$ cat src/ttgc_pkg.sv
// Shared types and constants of the touch tap gesture classifier.
package ttgc_pkg;

    localparam int PAD_COUNT      = 10;
    localparam int DURATION_BITS  = 16;
    localparam int LIMIT_BITS     = 16;
    localparam int WINDOW_BITS    = 10;
    localparam int PAD_SEL_BITS   = 4;
    localparam int CFG_INDEX_BITS = 3;
    localparam int CFG_DATA_BITS  = 16;
    localparam int S_TDATA_BITS   = ((PAD_COUNT + 7) / 8) * 8;
    localparam int M_TDATA_BITS   = 8;

    typedef enum logic [2:0] {
        GEST_SINGLE   = 3'd0,
        GEST_LONG     = 3'd1,
        GEST_HOLD     = 3'd2,
        GEST_SHUTDOWN = 3'd3,
        GEST_DOUBLE   = 3'd4
    } t_gesture;

    typedef enum logic {
        OP_TICK  = 1'b0,
        OP_TOUCH = 1'b1
    } t_opcode;

    localparam logic [CFG_INDEX_BITS-1:0] REG_PAD_SELECT     = 3'd0;
    localparam logic [CFG_INDEX_BITS-1:0] REG_LONG_LIMIT     = 3'd1;
    localparam logic [CFG_INDEX_BITS-1:0] REG_HOLD_LIMIT     = 3'd2;
    localparam logic [CFG_INDEX_BITS-1:0] REG_SHUTDOWN_LIMIT = 3'd3;
    localparam logic [CFG_INDEX_BITS-1:0] REG_WINDOW_TICKS   = 3'd4;

    typedef struct packed {
        logic [PAD_SEL_BITS-1:0] pad_select;
        logic [LIMIT_BITS-1:0]   long_limit;
        logic [LIMIT_BITS-1:0]   hold_limit;
        logic [LIMIT_BITS-1:0]   shutdown_limit;
        logic [WINDOW_BITS-1:0]  window_ticks;
    } t_cfg;

    typedef struct packed {
        logic     gesture_valid;
        t_gesture gesture;
        logic     trigger_above;
    } t_result;

endpackage

$ cat src/ttgc_core.sv
// Gesture state machine: press timing, decision window and classification.
module ttgc_core (
    input  logic                            i_clk,
    input  logic                            i_rst_n,
    input  logic                            i_step,
    input  ttgc_pkg::t_opcode               i_opcode,
    input  logic [ttgc_pkg::PAD_COUNT-1:0]  i_mask,
    input  ttgc_pkg::t_cfg                  i_cfg,
    output ttgc_pkg::t_result               o_result
);
    import ttgc_pkg::*;

    logic                     r_pressed, n_pressed;
    logic                     r_deciding, n_deciding;
    logic                     r_second_press, n_second_press;
    logic [DURATION_BITS-1:0] r_press_timer, n_press_timer;
    logic [DURATION_BITS-1:0] r_held_duration, n_held_duration;
    logic [WINDOW_BITS-1:0]   r_window_timer, n_window_timer;

    logic [PAD_COUNT-1:0]     w_shifted;
    logic                     w_hit;
    logic [WINDOW_BITS:0]     w_window_next;
    t_gesture                 w_class;

    assign w_shifted     = i_mask >> i_cfg.pad_select;
    assign w_hit         = (32'(i_cfg.pad_select) < 32'(PAD_COUNT)) && w_shifted[0];
    assign w_window_next = {1'b0, r_window_timer} + {{WINDOW_BITS{1'b0}}, 1'b1};

    always_comb begin
        priority if (r_second_press) begin
            w_class = GEST_DOUBLE;
        end else if (32'(r_held_duration) > 32'(i_cfg.shutdown_limit)) begin
            w_class = GEST_SHUTDOWN;
        end else if (32'(r_held_duration) > 32'(i_cfg.hold_limit)) begin
            w_class = GEST_HOLD;
        end else if (32'(r_held_duration) > 32'(i_cfg.long_limit)) begin
            w_class = GEST_LONG;
        end else begin
            w_class = GEST_SINGLE;
        end
    end

    always_comb begin
        n_pressed       = r_pressed;
        n_deciding      = r_deciding;
        n_second_press  = r_second_press;
        n_press_timer   = r_press_timer;
        n_held_duration = r_held_duration;
        n_window_timer  = r_window_timer;
        o_result.gesture_valid = 1'b0;
        o_result.gesture       = GEST_SINGLE;
        unique case (i_opcode)
            OP_TOUCH: begin
                if (w_hit) begin
                    n_pressed = !r_pressed;
                    if (!r_pressed) begin
                        // press inside an open window marks double tap
                        if (r_deciding) begin
                            n_second_press = 1'b1;
                        end
                        n_press_timer = '0;
                    end else if (!r_deciding) begin
                        n_held_duration = r_press_timer;
                        n_deciding      = 1'b1;
                        n_second_press  = 1'b0;
                        n_window_timer  = '0;
                    end
                end
            end
            OP_TICK: begin
                if (r_pressed && (r_press_timer != {DURATION_BITS{1'b1}})) begin
                    n_press_timer = r_press_timer + DURATION_BITS'(1);
                end
                if (r_deciding) begin
                    if (w_window_next >= {1'b0, i_cfg.window_ticks}) begin
                        o_result.gesture_valid = 1'b1;
                        o_result.gesture       = w_class;
                        n_deciding             = 1'b0;
                        n_second_press         = 1'b0;
                        n_window_timer         = '0;
                    end else begin
                        n_window_timer = w_window_next[WINDOW_BITS-1:0];
                    end
                end
            end
            default: begin
            end
        endcase
        o_result.trigger_above = n_pressed;
    end

    always_ff @(posedge i_clk) begin
        if (!i_rst_n) begin
            r_pressed       <= 1'b0;
            r_deciding      <= 1'b0;
            r_second_press  <= 1'b0;
            r_press_timer   <= '0;
            r_held_duration <= '0;
            r_window_timer  <= '0;
        end else if (i_step) begin
            r_pressed       <= n_pressed;
            r_deciding      <= n_deciding;
            r_second_press  <= n_second_press;
            r_press_timer   <= n_press_timer;
            r_held_duration <= n_held_duration;
            r_window_timer  <= n_window_timer;
        end
    end

    a_second_needs_window: assert property (@(posedge i_clk) disable iff (!i_rst_n)
        r_second_press |-> r_deciding)
        else $error("double tap mark without an open window");

    a_idle_holds_state: assert property (@(posedge i_clk) disable iff (!i_rst_n)
        !i_step |=> $stable(r_pressed) && $stable(r_deciding) && $stable(r_window_timer))
        else $error("state moved without a step");

    a_decision_on_tick: assert property (@(posedge i_clk) disable iff (!i_rst_n)
        o_result.gesture_valid |-> (i_opcode == OP_TICK) && r_deciding)
        else $error("gesture decided outside a window tick");

endmodule

$ cat src/touch_tap_gesture_classifier_unit.sv
// Top level of the touch tap gesture classifier: channels, config and pipeline.
//
// Usage:
//   Input stream (s_axis_*): one request per tick or touch interrupt.
//   tuser carries the opcode (0 tick, 1 interrupt); tdata carries the pad
//   status mask in its low bits. Every request yields exactly one result on
//   the output stream (m_axis_*): gesture_valid, gesture code and the
//   current trigger direction.
//   Configuration channel (i_cfg_*): register index and data, taken at any
//   edge where i_cfg_valid is high (o_cfg_ready is always high). Write only
//   while no request is in flight.
//   An accepted request waits in the input register and moves into the result
//   register, raising m_axis_tvalid, once that register is empty or being read.
//   Throughput: one request per cycle while the receiver does not stall; the
//   state update between the input and result registers is combinational.
//   Reset (synchronous, active low) clears both registers, the gesture
//   state and loads the default limits.
//   A stalled receiver holds the result; one more request is taken into the
//   input register, after which s_axis_tready drops until the result leaves.
module touch_tap_gesture_classifier_unit (
    input  logic                                i_clk,
    input  logic                                i_rst_n,
    input  logic                                s_axis_tvalid,
    output logic                                s_axis_tready,
    // [PAD_COUNT-1:0] status_mask, zero padded
    input  logic [ttgc_pkg::S_TDATA_BITS-1:0]   s_axis_tdata,
    // [0] opcode
    input  logic                                s_axis_tuser,
    output logic                                m_axis_tvalid,
    input  logic                                m_axis_tready,
    // [0] gesture_valid, [3:1] gesture, [4] trigger_above, zero padded
    output logic [ttgc_pkg::M_TDATA_BITS-1:0]   m_axis_tdata,
    input  logic                                i_cfg_valid,
    output logic                                o_cfg_ready,
    input  logic [ttgc_pkg::CFG_INDEX_BITS-1:0] i_cfg_index,
    input  logic [ttgc_pkg::CFG_DATA_BITS-1:0]  i_cfg_data
);
    import ttgc_pkg::*;

    t_cfg                 r_cfg;
    logic                 r_in_valid;
    t_opcode              r_in_opcode;
    logic [PAD_COUNT-1:0] r_in_mask;
    logic                 r_out_valid;
    t_result              r_out;
    t_result              w_result;
    logic                 w_advance;

    assign o_cfg_ready   = 1'b1;
    assign w_advance     = r_in_valid && (!r_out_valid || m_axis_tready);
    assign s_axis_tready = !r_in_valid || w_advance;
    assign m_axis_tvalid = r_out_valid;
    assign m_axis_tdata  = {{(M_TDATA_BITS - 5){1'b0}},
                            r_out.trigger_above, r_out.gesture, r_out.gesture_valid};

    always_ff @(posedge i_clk) begin
        if (!i_rst_n) begin
            r_cfg.pad_select     <= '0;
            r_cfg.long_limit     <= LIMIT_BITS'(500);
            r_cfg.hold_limit     <= LIMIT_BITS'(1500);
            r_cfg.shutdown_limit <= LIMIT_BITS'(5000);
            r_cfg.window_ticks   <= WINDOW_BITS'(150);
        end else if (i_cfg_valid) begin
            unique case (i_cfg_index)
                REG_PAD_SELECT:     r_cfg.pad_select     <= i_cfg_data[PAD_SEL_BITS-1:0];
                REG_LONG_LIMIT:     r_cfg.long_limit     <= i_cfg_data[LIMIT_BITS-1:0];
                REG_HOLD_LIMIT:     r_cfg.hold_limit     <= i_cfg_data[LIMIT_BITS-1:0];
                REG_SHUTDOWN_LIMIT: r_cfg.shutdown_limit <= i_cfg_data[LIMIT_BITS-1:0];
                REG_WINDOW_TICKS:   r_cfg.window_ticks   <= i_cfg_data[WINDOW_BITS-1:0];
                default: begin
                end
            endcase
        end
    end

    // input register
    always_ff @(posedge i_clk) begin
        if (!i_rst_n) begin
            r_in_valid <= 1'b0;
        end else if (s_axis_tready) begin
            r_in_valid <= s_axis_tvalid;
        end
    end

    always_ff @(posedge i_clk) begin
        if (s_axis_tready && s_axis_tvalid) begin
            r_in_opcode <= t_opcode'(s_axis_tuser);
            r_in_mask   <= s_axis_tdata[PAD_COUNT-1:0];
        end
    end

    ttgc_core u_core (
        .i_clk    (i_clk),
        .i_rst_n  (i_rst_n),
        .i_step   (w_advance),
        .i_opcode (r_in_opcode),
        .i_mask   (r_in_mask),
        .i_cfg    (r_cfg),
        .o_result (w_result)
    );

    // result register, hold while the receiver stalls
    always_ff @(posedge i_clk) begin
        if (!i_rst_n) begin
            r_out_valid <= 1'b0;
        end else if (w_advance) begin
            r_out_valid <= 1'b1;
        end else if (m_axis_tready) begin
            r_out_valid <= 1'b0;
        end
    end

    always_ff @(posedge i_clk) begin
        if (w_advance) begin
            r_out <= w_result;
        end
    end

endmodule
$ cat config.mk
export PLATFORM = sky130hd
export DESIGN_NAME = touch_tap_gesture_classifier_unit
export DESIGN_NICKNAME = d
export VERILOG_FILES = /design/src/ttgc_pkg.sv /design/src/ttgc_core.sv /design/src/touch_tap_gesture_classifier_unit.sv
export SDC_FILE = /design/constraint.sdc
export NUM_CORES = 1
export LEC_CHECK = 0
export BUFFER_PORTS_ARGS = -buffer_cell sky130_fd_sc_hd__buf_2
export CAP_MARGIN = 25
export CORE_ASPECT_RATIO = 0.5
export CORE_UTILIZATION = 58
export DETAILED_ROUTE_END_ITERATION = 10
export PLACE_DENSITY = 0.78
export SLEW_MARGIN = 20
export SYNTH_ARGS = -nofsm -noshare
export SYNTH_HDL_FRONTEND = slang
export SYNTH_SLANG_ARGS = --single-unit
$ cat constraint.sdc
create_clock -name i_clk -period 4.4 [get_ports i_clk]
set_input_delay 0.22 -clock i_clk [delete_from_list [all_inputs] [get_ports i_clk]]
set_output_delay 0.22 -clock i_clk [all_outputs]
set_load 0.03 [all_outputs]
Word level (Yosys, flattened, before mapping)

Index checks and enable logic that the tools add are counted.

Multipliers: 0
Bitwise gates (word level): 3
Muxes and demuxes: 31
Div/mod/pow operators: 0
Order comparisons: 5
Shifts and indexed selects: 1
Reductions and logical operators: 24
Add/sub/neg operators: 2
Equality and inequality tests: 14

Operator list:

| cell                                                   | number |
|---|---|
| 2-to-1 mux 10 bit                                      | 5 |
| greater-than comparator 16 bit                         | 3 |
| 2-to-1 mux 16 bit                                      | 3 |
| case mux 16 bit (2 select lines)                       | 1 |
| case mux 10 bit (2 select lines)                       | 1 |
| adder 16 x 1 -> 16 bit (second input constant)         | 1 |
| inequality test 16 bit (second input constant)         | 1 |
| 2-to-1 mux 1 bit                                       | 15 |
| adder 10 x 1 -> 11 bit (second input constant)         | 1 |
| greater-or-equal comparator 11 x 10 -> 1 bit           | 1 |
| inequality test 2 x 1 -> 1 bit (second input constant) | 5 |
| AND reduction 2 bit                                    | 5 |
| AND reduction 5 bit                                    | 2 |
| >> shifter 10 x 4 -> 1 bit                             | 1 |
| 2-to-1 mux 3 bit                                       | 3 |
| equality test 3 x 2 -> 1 bit (second input constant)   | 2 |
| AND reduction 6 bit                                    | 1 |
| logical AND 1 bit                                      | 4 |
| less-than comparator 4 bit (second input constant)     | 1 |
| 2-to-1 mux 4 bit                                       | 1 |
| inequality test 2 bit (second input constant)          | 2 |
| case mux 1 bit (2 select lines)                        | 2 |
| AND reduction 4 bit                                    | 1 |
| OR reduction 4 bit                                     | 1 |
| other kinds (12)                                       | 17 |

Memories: 0
Logic and storage cells: 99
ROM bits: 0
Latch bits: 0
RAM bits: 0
Register bits after elaboration: 125

Longest topological paths before layout

Word-level depth: 6
Mapped depth: 13
Gate-level depth less buffers: 12

Hierarchy

A second synthesis with hierarchy kept.

Cells, all modules: 731
Area, all modules: 6678.9 um2

Modules (own cells, without submodules):

| module                            | seq. area each (um2) | area an instance (um2) | times used | cells each |
|---|---|---|---|---|
| ttgc_core                         | 900.9                | 3618.5                 | 1          | 464 |
| touch_tap_gesture_classifier_unit | 1761.7               | 3060.4                 | 1          | 267 |

Worst setup path after synthesis

Ideal clock, no wire load.

Path type: reg-to-reg
From: reg u_core.r_window_timer[2]
To: reg u_core.r_window_timer[0]
Data arrival time: 2580 ps
Clock period less this slack: 2638 ps
Path buffers: 1
Stages on the path, launching flop included: 13
Data required time: 4342 ps
Path slack: 1762 ps
Cell sequence: dfxtp_1 > and3_1 > and3_1 > clkbuf_1 > nand3_1 > xnor2_1 > ha_1 > a41oi_1 > o21ai_0 > a31oi_1 > o2111ai_1 > nor2_1 > mux2_2

Longest elaborated chain between the ends: 5

RTL lines:

| element                                      | RTL line         | text |
|---|---|---|
| start: declaration                           | ttgc_core.sv:18  | `logic [WINDOW_BITS-1:0] r_window_timer, n_window_timer;` |
| start signal: assignment                     | ttgc_core.sv:106 | `r_window_timer <= n_window_timer;` |
| adder 10 x 1 -> 11 bit                       | ttgc_core.sv:27  | `assign w_window_next = {1'b0, r_window_timer} + {{WINDOW_BITS{1'b0}}, 1'b1};` |
| greater-or-equal comparator 11 x 10 -> 1 bit | ttgc_core.sv:75  | `if (w_window_next >= {1'b0, i_cfg.window_ticks}) begin` |
| 2-to-1 mux 10 bit                            | ttgc_core.sv:75  |  |
| 2-to-1 mux 10 bit                            | ttgc_core.sv:74  | `if (r_deciding) begin` |
| case mux 10 bit (2 select lines)             | ttgc_core.sv:52  | `unique case (i_opcode)` |

Every way passes these cells. The select of a mux whose other input is x is not followed.
A chain may end at the register's enable or synchronous reset.

Worst setup path in the final report

From: reg u_core.r_window_timer[0]
To: reg u_core.r_window_timer[0]

Longest elaborated chain between the ends: 5

RTL lines:

| element                                      | RTL line |
|---|---|
| adder 10 x 1 -> 11 bit *                     | ttgc_core.sv:27 |
| greater-or-equal comparator 11 x 10 -> 1 bit | ttgc_core.sv:75 |
| 2-to-1 mux 10 bit *                          | ttgc_core.sv:75 |
| 2-to-1 mux 10 bit *                          | ttgc_core.sv:74 |
| case mux 10 bit (2 select lines) *           | ttgc_core.sv:52 |

Mark *: on every way between the ends. The rest lies on a longest branch, timed or not. The select of a mux whose other input is x is not followed.

==> summary.txt <==
Placement
  – Number of buffers added on ports: 41
  – Post-Place Worst Slack: 1.22 ns
  – DP Wirelength: 10.2 mm
  – Gpl congestion: between 0.8 and 0.9

Timing
  – Final Max Slew Viols: 0
  – Setup TNS Final: 0 ns
  – Slew margin rel.: approximately 40%
  – Tcrit/Tclk final: 72.8%
  – Fin. Hold Viols: 0
  – Hold Slack: about 0.039 ns
  – Final worst slack: 1.20 ns
  – RSZ-0062 raised after global routing: false
  – Max Clock Skew: 0.00979 ns
  – Fmax: 312 MHz
  – Final setup fails: 0
  – Minimum clock period: 3.20 ns
  – Worst-margin pin slew: around 0.9 ns

Worst setup path
  – Setup crit start: u_core.r_window_timer[0]$_SDFFE_PN0P_
  – Reg-to-Reg Start: u_core.r_window_timer[0]$_SDFFE_PN0P_
  – Crit end category: flip-flop
  – R2R setup slack: 1.20 ns
  – Reg2Reg Depth: 11
  – Critical path class: flip-flop to flip-flop
  – Setup crit end: u_core.r_window_timer[0]$_SDFFE_PN0P_
  – Critical Path AT: 3.57 ns
  – Crit path max fanout: 10
  – Worst flop-to-flop path endpoint: u_core.r_window_timer[0]$_SDFFE_PN0P_
  – Critical Path Source Type: flip-flop
  – Critical Path RT: 4.77 ns

Floorplan
  – Initial core utilization: roughly three fifths
  – Core Region: between 10000 and 15000 sq um
  – Chip width: 152 microns
  – Row count: 26
  – Die ar.: between 10000 and 15000 sq um
  – I/O Pins: 52
  – Die Height: 77.1 microns

Layout
  – Layout Nets: about 900
  – Area of the multi-input gates: between 3000 and 4000 sq um
  – Fill count: 795
  – Diode count: 0
  – Layout cells sized above 1: 10.8%
  – Commonest non-fill, non-tap cell in the layout: nand2_1
  – Register area: ~2700 sq um
  – Most frequent cells in the layout: nand2_1 (155), dfxtp_1 (109), inv_1 (64), ha_1 (61), a21boi_0 (53)
  – Layout area overhead: 14.5%

Synthesis
  – Number of synthesized flops with an enable pin: 16
  – Register area share after synthesis: between 40% and 50%
  – Synth Register Bits: approximately 130
  – Post-Syn Area: 6540 sq um
  – Syn Inst Count: 764
  – Synth Warn #: 0
  – Syn_area_per_cell: 8.57 sq um
  – Synth cell types: 53
  – FFs w/ async S/R, synth: 0%
  – Most common flop cell mapped by yosys: dfxtp_1

Drt
  – DRC: 2
  – DR vias/cell: 5.75
  – WL final: 14.7 mm
  – Drt pass-1 iters: 8
  – Avg WL per Cell: roughly 15 microns
  – DR iter-0 viols: between 300 and 400
  – Vias: between 5000 and 6000
  – Post-DRT Antenna Nets: 0

Global routing
  – Global-route wire length before repair: 24.5 mm
  – Initial antenna violation count: 0
  – Grt ovf: 0
  – Vias in the first global route: roughly 5100
  – Pin count of the biggest net entering global routing: 73
  – Gr usage total: about a quarter

Power and ir drop
  – Power Total: roughly 2700 uW
  – VDD IR max: between 150 and 200 uV
  – Leak Pwr: 0.00304 uW
  – P per Cell Area: 367 nW/um^2

Worst hold path
  – Worst min-delay path category: input pin to flip-flop

Outcome
  – Status: finished, violations left
  – Failing checks: design-rule violations

Clocking
  – CTS tree: built
  – Root buf cell: clkbuf_16
  – CTS Buf Count: 17
  – Cts repair resizes: 0
  – Clock buffer depth: 2
  – Skew-Pair Late Insertion Delay: 0.43 ns
  – Clock sink count: about 130
  – CTS H-tree lvls: 4
  – Worst-path clk slew: 0.06 ns

Run
  – Max-Cap Viols: 0
cells by family after synthesis:
group                    share of synthesized area, %
AO/OA/AOI/OAI                                    18.2
buffers and inverters                            6.29
flip-flops                                       40.7
adder cells (fa/ha/maj)                          11.7
XOR/XNOR                                         1.20
other                                           0.115
multiplexers                                     1.47
AND/OR/NAND/NOR                                  20.3
final cells by class:
cell class                      count  area share, %
Inverter                           64           3.21
Multi-Input combinational cell    538           46.4
Sequential cell                   125           35.5
Timing Repair Buffer               56           4.61
Clock buffer                       17           5.68
Tap cell                          140           2.34
Clock inverter                     15           2.22
repair_timing:
action | in CTS | in global routing
setup buffers | 0 | 0
hold buffers | 11 | 0
endpoints found under the hold margin | 11 | 0
sequential cells by signal, indices dropped and copies added, names as in the netlist:
signal,count
u_core.r_held_duration,16
m_axis_tdata,5
u_core.r_deciding,1
m_axis_tvalid,1
r_in_opcode,1
u_core.r_second_press,1
r_in_valid,1
u_core.r_window_timer,10
r_cfg,62
r_in_mask,10
u_core.r_pressed,1
u_core.r_press_timer,16
report_power, final:
group | leakage [uW] | switching [uW] | internal, uW
clock | 0.000291 | 597 | 808
sequential | 0.00104 | 12.3 | 1180
combinational | 0.00171 | 93.8 | 56.8
total | 0.00304 | 704 | 2050
metrics by stage:
step	util [%]	std cells	instance area, sq um
final	70.9	955	7490
after global routing	70.9	955	7490
after CTS	70.9	955	7490
after detailed placement	64.2	912	6790
after global placement	64.2	912	6790
after floorplan	-	766	6550
cell usage after synthesis (2+ instances only):
master | n | area share, %
nand2_1 | 155 | 8.9
dfxtp_1 | 109 | 33
inv_1 | 64 | 3.7
ha_1 | 61 | 12
a21boi_0 | 53 | 6.1
a21oi_1 | 35 | 2.7
clkbuf_1 | 31 | 1.8
nand3_1 | 29 | 2.2
o211ai_1 | 23 | 2.6
o21ai_0 | 22 | 1.7
edfxtp_1 | 16 | 7.3
nand4_1 | 15 | 1.4
nor2b_1 | 13 | 1.2
o31ai_1 | 12 | 1.4
and3_1 | 11 | 1.1
nor2_1 | 11 | 0.63
or4_1 | 10 | 1.1
nand2b_1 | 8 | 0.76
or3_1 | 7 | 0.67
or2_2 | 6 | 0.57
xnor2_1 | 6 | 0.80
a21o_1 | 5 | 0.57
and2_1 | 5 | 0.48
a211oi_1 | 4 | 0.46
a221o_1 | 4 | 0.61
buf_4 | 4 | 0.46
mux2i_1 | 4 | 0.61
a221oi_1 | 3 | 0.40
mux2_2 | 3 | 0.52
nor3b_1 | 3 | 0.34
o21a_1 | 3 | 0.34
xor2_1 | 3 | 0.40
a31oi_1 | 2 | 0.19
buf_2 | 2 | 0.15
conb_1 | 2 | 0.11
nor3_1 | 2 | 0.15
o22ai_1 | 2 | 0.19
worst max-delay path: stages (launching register included):
cell and delay, ns:
dfxtp_1 0.41, ha_1 0.29, and3_1 0.24, and3_1 0.18, xor2_1 0.21, ha_1 0.30, a41oi_1 0.22, o21ai_0 0.11
a31oi_1 0.21, o2111ai_1 0.39, nor2_1 0.38, mux2_2 0.21
worst min path at each step:
stage / startpoint / end / slack [ns] / cells after the start
finish: s_axis_tvalid / r_in_valid$_SDFFE_PN0N_ / 0.04 / 3
global route: s_axis_tvalid / r_in_valid$_SDFFE_PN0N_ / 0.05 / 3
detailed placement: s_axis_tdata[1] / r_in_mask[1]$_DFFE_PP_ / 0.40 / 1
global placement: s_axis_tdata[4] / r_in_mask[4]$_DFFE_PP_ / 0.40 / 1
floorplan: s_axis_tdata[0] / r_in_mask[0]$_DFFE_PP_ / 0.32 / 0
CTS: s_axis_tvalid / r_in_valid$_SDFFE_PN0N_ / 0.03 / 3
layer usage:
layer	share of wire (%)	routed length, microns	GRT usage (%)
met1	47	6970	36.0
met2	45	6560	42.4
met3	6.8	994	5.09
met4	1.1	157	8.98
met5	0	0	0
Note: power is estimated with default switching activity, not from simulation.
